===== src/rtl/icos_pkg.sv =====
package icos_pkg;

  // Default configuration of the angle word and the rotator chain.
  localparam int ICOS_ANGLE_BITS   = 32;
  localparam int ICOS_CORDIC_STEPS = 16;

  // Datapath widths of the rotator: x and y hold seed coordinates times 2^20 plus growth.
  localparam int XW = 55;
  localparam int ZW = 34;

  // Dividend width of the bit-serial dividers.
  localparam int DIV_BITS = 65;

  localparam logic [31:0] TURN_HALF    = 32'h8000_0000;
  localparam logic [31:0] TURN_QUARTER = 32'h4000_0000;
  localparam logic [31:0] CORDIC_GAIN  = 32'h26DD_3B6A;
  // 2*pi*5/27 in Q.22, turns radius/period into km/s.
  localparam logic [22:0] SPEED_K      = 23'd4880294;
  localparam logic [22:0] SPEED_MAX    = 23'h7F_FFFF;

  // Arctangent of 2^-k as a fraction of a turn.
  localparam logic [31:0] ATAN_TURNS [32] = '{
    32'h20000000, 32'h12E4051E, 32'h09FB385B, 32'h051111D4, 32'h028B0D43, 32'h0145D7E1,
    32'h00A2F61E, 32'h00517C55, 32'h0028BE53, 32'h00145F2F, 32'h000A2F98, 32'h000517CC,
    32'h00028BE6, 32'h000145F3, 32'h0000A2FA, 32'h0000517D, 32'h000028BE, 32'h0000145F,
    32'h00000A30, 32'h00000518, 32'h0000028C, 32'h00000146, 32'h000000A3, 32'h00000051,
    32'h0, 32'h0, 32'h0, 32'h0, 32'h0, 32'h0, 32'h0, 32'h0
  };

  // Configuration register indexes.
  typedef enum logic [2:0] {
    CFG_RADIUS    = 3'd0,
    CFG_PERIOD    = 3'd1,
    CFG_ROT       = 3'd2,
    CFG_INCL      = 3'd3,
    CFG_NODE      = 3'd4,
    CFG_COMPACT   = 3'd5,
    CFG_SCALE     = 3'd6,
    CFG_CENTRAL   = 3'd7
  } cfg_idx_e;

  // What a request in the rotator chain computes.
  typedef enum logic [1:0] {
    T_VEC  = 2'd0,
    T_ORB  = 2'd1,
    T_INC  = 2'd2,
    T_NODE = 2'd3
  } tag_e;

  // One request travelling down the rotator chain.
  typedef struct packed {
    logic                 valid;
    tag_e                 tag;
    logic                 vec;
    logic                 neg;
    logic signed [XW-1:0] x;
    logic signed [XW-1:0] y;
    logic signed [ZW-1:0] z;
  } cordic_t;

endpackage


===== src/rtl/icos_div.sv =====
module icos_div
  import icos_pkg::*;
(
  input  logic                clk_i,
  input  logic                rst_ni,
  input  logic                start_i,
  input  logic [DIV_BITS-1:0] dividend_i,
  input  logic [31:0]         divisor_i,
  output logic                done_o,
  output logic [31:0]         quot_o,
  output logic                hi_o
);

  localparam int CW = $clog2(DIV_BITS + 1);

  logic [DIV_BITS-1:0] dvd_q;
  logic [31:0]         dsr_q, rem_q, quot_q;
  logic                hi_q, busy_q, done_q;
  logic [CW-1:0]       cnt_q;
  logic [32:0]         rem_sh, rem_sub;
  logic                qbit;

  // Restoring division, one quotient bit per cycle.
  always_comb begin
    rem_sh  = {rem_q, dvd_q[DIV_BITS-1]};
    rem_sub = rem_sh - {1'b0, dsr_q};
    qbit    = (rem_sh >= {1'b0, dsr_q});
  end

  always_ff @(posedge clk_i or negedge rst_ni) begin
    if (!rst_ni) begin
      busy_q <= 1'b0;
      done_q <= 1'b0;
      cnt_q  <= '0;
    end else begin
      done_q <= 1'b0;
      if (start_i) begin
        busy_q <= 1'b1;
        cnt_q  <= '0;
      end else if (busy_q) begin
        cnt_q <= cnt_q + CW'(1);
        if (cnt_q == CW'(DIV_BITS - 1)) begin
          busy_q <= 1'b0;
          done_q <= 1'b1;
        end
      end
    end
  end

  // Quotient bits above the low word only raise the high flag.
  always_ff @(posedge clk_i) begin
    if (start_i) begin
      dvd_q  <= dividend_i;
      dsr_q  <= divisor_i;
      rem_q  <= '0;
      quot_q <= '0;
      hi_q   <= 1'b0;
    end else if (busy_q) begin
      dvd_q  <= {dvd_q[DIV_BITS-2:0], 1'b0};
      rem_q  <= qbit ? rem_sub[31:0] : rem_sh[31:0];
      quot_q <= {quot_q[30:0], qbit};
      hi_q   <= hi_q | quot_q[31];
    end
  end

  assign done_o = done_q;
  assign quot_o = quot_q;
  assign hi_o   = hi_q;

endmodule


===== config.mk =====
export PLATFORM = sky130hd
export DESIGN_NAME = icos_div
export DESIGN_NICKNAME = d
export VERILOG_FILES = /design/src/rtl/icos_pkg.sv /design/src/rtl/icos_div.sv
export SDC_FILE = /design/constraint.sdc
export NUM_CORES = 1
export LEC_CHECK = 0
export ABC_AREA = 1
export BUFFER_PORTS_ARGS = -buffer_cell sky130_fd_sc_hd__buf_2
export CAP_MARGIN = 0
export CORE_MARGIN = 1.5
export CORE_UTILIZATION = 58
export CTS_CLUSTER_DIAMETER = 30
export DETAILED_ROUTE_END_ITERATION = 16
export PLACE_DENSITY_LB_ADDON = 0.2
export SLEW_MARGIN = 30
export SYNTH_ARGS = -nofsm -noshare
export SYNTH_HDL_FRONTEND = slang
export SYNTH_SLANG_ARGS = --single-unit

===== constraint.sdc =====
create_clock -name clk_i -period 4.03 [get_ports clk_i]
set_input_delay 0.403 -clock clk_i [delete_from_list [all_inputs] [get_ports clk_i]]
set_output_delay 0.403 -clock clk_i [all_outputs]
set_load 0.03 [all_outputs]

==> Word level (Yosys, flattened, before mapping) <==
Index checks and enable logic that the tools add are counted.
{ "word_totals": {"ff_bits": 171, "input_bits": 100, "out_inout_bits": 34, "elab_cells": 25} }
{ "classes": {"addsub": 2, "n_lt_le_gt_ge": 1, "n_eq_ne": 1, "muxes": 11, "bitwise_logic": 1, "reduce_logical": 1} }
{ "op_table": {"columns": ["cell", "n"], "rows": [
  ["2-to-1 mux 65 bit", 2],
  [">= comparator 33 x 32 -> 1 bit", 1],
  ["2-to-1 mux 32 bit", 1],
  ["subtractor 32 bit", 1],
  ["2-to-1 mux 7 bit", 2],
  ["adder 7 x 1 -> 7 bit (second input constant)", 1],
  ["equality test 7 bit (second input constant)", 1],
  ["2-to-1 mux 1 bit", 6],
  ["nonzero test 2 bit", 1],
  ["OR 1 bit", 1]
]} }

==> Logic depth before layout (Yosys ltp) <==
{ "logic_depth": {"depth_word": 4, "mapped_depth": 17, "ltp_nobuf": 16} }

==> Worst setup path after synthesis <==
OpenSTA, ideal clock, no wires.
{ "synth_path": {"path_type": "reg2reg", "from": "reg busy_q", "to": "reg dvd_q[0], enable pin", "setup_ps": 455, "arrival_time_ps": 2666, "required_ps": 3575, "setup_slack_ps": 909, "stages_incl_launch_ff": 5, "n_path_buf": 2, "synth_period_minus_slack_ps": 3121, "path_cell_list": "dfrtp_1 clkbuf_1 nor2_1 inv_1 buf_1"} }
{ "synth_between": {"elab_chain_len": 1} }
{ "synth_lines": {"columns": ["item", "line_no", "source"], "rows": [
  ["from (decl)", "icos_div.sv:18", "logic hi_q, busy_q, done_q;"],
  ["from (signal assigned)", "icos_div.sv:32", "busy_q <= 1'b0;"],
  ["from (signal assigned)", "icos_div.sv:38", "busy_q <= 1'b1;"],
  ["from (signal assigned)", "icos_div.sv:43", "busy_q <= 1'b0;"],
  ["nonzero test 2 bit (no line)", null, null],
  ["to (signal assigned)", "icos_div.sv:53", "dvd_q <= dividend_i;"],
  ["to (signal assigned)", "icos_div.sv:59", "dvd_q <= {dvd_q[DIV_BITS-2:0], 1'b0};"],
  ["to (decl)", "icos_div.sv:16", "logic [DIV_BITS-1:0] dvd_q;"]
]} }
No other way between the ends.
A chain may end at the register's enable or synchronous reset.

==> Final worst setup path <==
{ "layout_path": {"from": "reg dsr_q[19]", "to": "reg rem_q[25]"} }
{ "layout_between": {"elab_chain_len": 2, "word_cells_on_any_way": 3, "classes_between": "1 x add/sub; 1 x order compare; 1 x mux"} }
{ "layout_lines": {"columns": ["item", "line_no", "source"], "rows": [
  ["from (decl)", "icos_div.sv:17", "logic [31:0] dsr_q, rem_q, quot_q;"],
  ["from (signal assigned)", "icos_div.sv:54", "dsr_q <= divisor_i;"],
  ["subtractor 32 bit / >= comparator 33 x 32 -> 1 bit (equally long branches)", "icos_div.sv:26, icos_div.sv:27", null],
  ["2-to-1 mux 32 bit (*)", "icos_div.sv:60", "rem_q <= qbit ? rem_sub[31:0] : rem_sh[31:0];"],
  ["to (signal assigned)", "icos_div.sv:60", null],
  ["to (decl)", "icos_div.sv:17", null]
]} }
Mark *: on every way between the ends. The rest lies on a longest branch, timed or not.

==> out/metrics.yaml <==
drt-initial-drc-count: 460
hold_class: "in -> reg"
detail-route-antenna-nets: 0
syn_inst: 1238
wirelength_um: 22700
cts_buffers: 17
yosysWarningCount: 0
grt_max_degree: 98
start_util_pct: 59.3
min_period_over_period_pct: 65.6
comb_power_share_pct: 37.4
crit_arrival_ps: 2970
power.density_mw_per_mm2: 580
vdd_drop_max_v: 0.000335
drv_slew: 0
cts_tree: "done"
p_seq_share_pct: 35.2
h-tree-depth: 4
dr_total_vias: 8072
cts_buffer_depth: 2
diodes: 0
core_mm2: 0.0159
required_ps: 4360
netSwitchingFraction_pct: 40.2
path_class: "reg -> reg"
rsz0062_at_grt: "no"
syn_area_mm2: 0.00942
critPathCaptureType: "flip-flop"
setup_viol_count_final: 0
cap_viol_max_count: 0
fp.dieH_um: 130
numClockSinks: 171
grt.total_usage_pct: 27.6
grt_overflow: 0
ys_ff_latch: 171
ctsResizeCount: 0
startpoint: "dsr_q[19]$_DFFE_PP_"
critPathMaxFanout: 36
dp_hpwl_um: 16500
outcome: "completed"
viasPerCell: 5.08
ys_seq_area_share_pct: 47.1
first_pass_iters: 7
p_int_mw: 3.77
slew_headroom_pct: 41.2
path_buf_inv: 3
slowest_delay_ps: 440
clk_pin_slew_ps: 70
p_leak_nw: 5.72
worst_clock_skew_ps: 8.67
start_kind: "flip-flop"
io_buffers: 133
cpMostUsedCell: "nand2_1"
setup_tns_ps: 0
drive_gt1_share_pct: 16.2
area_delta_synth_final_pct: 15.4
path_delay_family: "simple AND/OR/NAND/NOR gates"
rows: 46
critical_path.cell_chain: "inv_1 -> ha_1 -> nand2_1 -> inv_1 -> nand2_1 -> nand2_1 -> nand2_1 -> nand2_1 -> nand2_1 -> nand2_1 -> nor2_4 -> nand2_8 -> o21ai_0 -> inv_1 -> nand2_1 -> nand2_1"
die_x_um: 130
finalNetCount: 1495
post_drt_wl_per_cell_um: 14.3
clkPwrFrac_pct: 27.3
syn_nets: 1373
cp_slowest_cell: "nor2_4"
grt_pass1_wl_um: 36300
place_congestion: 0.986
pin_count: 134
root_buffer: "clkbuf_16"
die_area_mm2: 0.0170
antenna_found_initial: 0
reg2reg_from: "dsr_q[19]$_DFFE_PP_"
drc: 0
hold_violations: 0
insertion_delay_ps: 440
yosys.cell_types.count: 40
syn_avg_cell_area_um2: 7.61
timing.final.crit_period_ps: 2640
switchingPower_mw: 2.54
stdcell_count: 1589
grt_pass1_vias: 7530
fmax_mhz: 378
worst_slew_pin_slew_ps: 881
dpl.cell_count: 1556
hp-start: "divisor_i[5]"
==> synth_stat cells <==
cell type / n / area share (%)
nand2_1: 481 / 19
buf_2: 7 / 0.37
edfxtp_1: 97 / 31
nor2_2: 4 / 0.27
xor2_1: 9 / 0.84
nor2_4: 4 / 0.48
nor4_1: 2 / 0.13
nand2_4: 2 / 0.24
a21oi_1: 27 / 1.4
nor3_1: 4 / 0.21
buf_4: 1 / 0.080
fa_1: 1 / 0.21
nand4_1: 30 / 2.0
inv_1: 193 / 7.7
dfrtp_1: 9 / 2.4
and2_1: 1 / 0.066
clkinv_1: 1 / 0.040
buf_1: 7 / 0.28
nand3b_1: 2 / 0.16
o21ai_0: 16 / 0.85
a21oi_2: 2 / 0.19
o21ai_1: 6 / 0.32
nand3_1: 66 / 3.5
clkbuf_1: 21 / 0.84
o21bai_1: 6 / 0.48
o211ai_1: 1 / 0.080
o22ai_1: 29 / 1.9
nor4_4: 1 / 0.23
o21a_1: 1 / 0.080
or2_1: 1 / 0.066
dfxtp_1: 65 / 14
buf_6: 1 / 0.12
nand2_8: 1 / 0.21
buf_12: 2 / 0.43
or2_2: 1 / 0.066
nor2_1: 68 / 2.7
inv_2: 9 / 0.36
nand2_2: 10 / 0.66
ha_1: 34 / 4.5
nand3_2: 15 / 1.6
==> flip-flops by register name, summed over array words and instances (netlist names) <==
name and count:
rem_q 32, dsr_q 32, busy_q 1, done_o 1, cnt_q 7, dvd_q 65
quot_o 32, hi_o 1
==> layout by cell type, fill, tap and decap left out, types with 10 or more instances in the layout <==
cell	count
dfxtp_1	65
buf_2	132
nand3_1	66
o22ai_1	29
nand2_1	481
edfxtp_1	97
o21ai_0	16
clkbuf_16	18
nand3_2	15
a21oi_1	27
inv_1	192
nand2_2	10
ha_1	34
nand4_1	30
nor2_1	68
==> cell type report <==
| type | instances | area (um2) |
|---|---|---|
| fillers | 1396 | 5010 |
| well taps | 216 | 270 |
| flip-flops and latches | 171 | 4440 |
| repair buffers | 142 | 742 |
| clock buffers | 18 | 450 |
| multi-input cells | 825 | 4020 |
| clock inverters | 14 | 183 |
| inverters | 203 | 766 |
==> metrics by stage <==
step | area, um2 | total power, mW | worst slack, ps | util [%] | hold slack (ps)
after floorplan | 9420 | 4.04 | 909 | - | 107
final | 10900 | 6.31 | 1390 | 68.4 | 137
after CTS | 10900 | 6.31 | 1390 | 68.4 | 126
after global placement | 10200 | 4.55 | 1460 | 64.3 | 266
after global routing | 10900 | 6.72 | 1170 | 68.4 | 125
after detailed placement | 10200 | 4.58 | 1440 | 64.4 | 268
==> routing by layer <==
layer	GRT usage [%]	share of wire, %	vias up
met5	0	0	-
met4	9.05	1.9	0
met2	47.1	48	208
met1	35.7	45	3674
li1	-	-	4162
met3	5.29	5.0	28
==> kinds of logic after synthesis <==
| logic type | after synthesis | share of synthesized area (%) |
|---|---|---|
| buffers and inverters | 242 | 10.2 |
| adders and majority gates | 35 | 4.73 |
| xor gates and xnor gates | 9 | 0.837 |
| DFF | 171 | 47.1 |
| AOI/OAI and AO/OA | 88 | 5.35 |
| and+or+nand+nor | 693 | 31.8 |
==> what timing repair did <==
action                    in CTS  in global routing
setup buffers                  0                  0
hold endpoints to repair       9                  0
hold buffers                   1                  0
==> power groups by stage <==
stage | logic [mW] | registers [mW] | clock network [mW]
after floorplan | 1.81 | 2.23 | 0
after global placement | 2.30 | 2.25 | 0
after detailed placement | 2.32 | 2.26 | 0
after CTS | 2.34 | 2.22 | 1.74
after global routing | 2.66 | 2.25 | 1.81
final | 2.36 | 2.22 | 1.72
==> final timing paths <==
path / to / slack (ps) / depth (start not counted)
max reg2reg: rem_q[25]$_SDFFE_PP0P_ / 1390 / 16
max in group asynchronous: cnt_q[2]$_DFFE_PN0P_ / 3480 / 2
min: dsr_q[5]$_DFFE_PP_ / 140 / 1
max: rem_q[25]$_SDFFE_PP0P_ / 1390 / 16
min in group asynchronous: cnt_q[6]$_DFFE_PN0P_ / 360 / 2
min reg2reg: rem_q[26]$_SDFFE_PP0P_ / 480 / 2
Power figures use the tool's default switching activity.
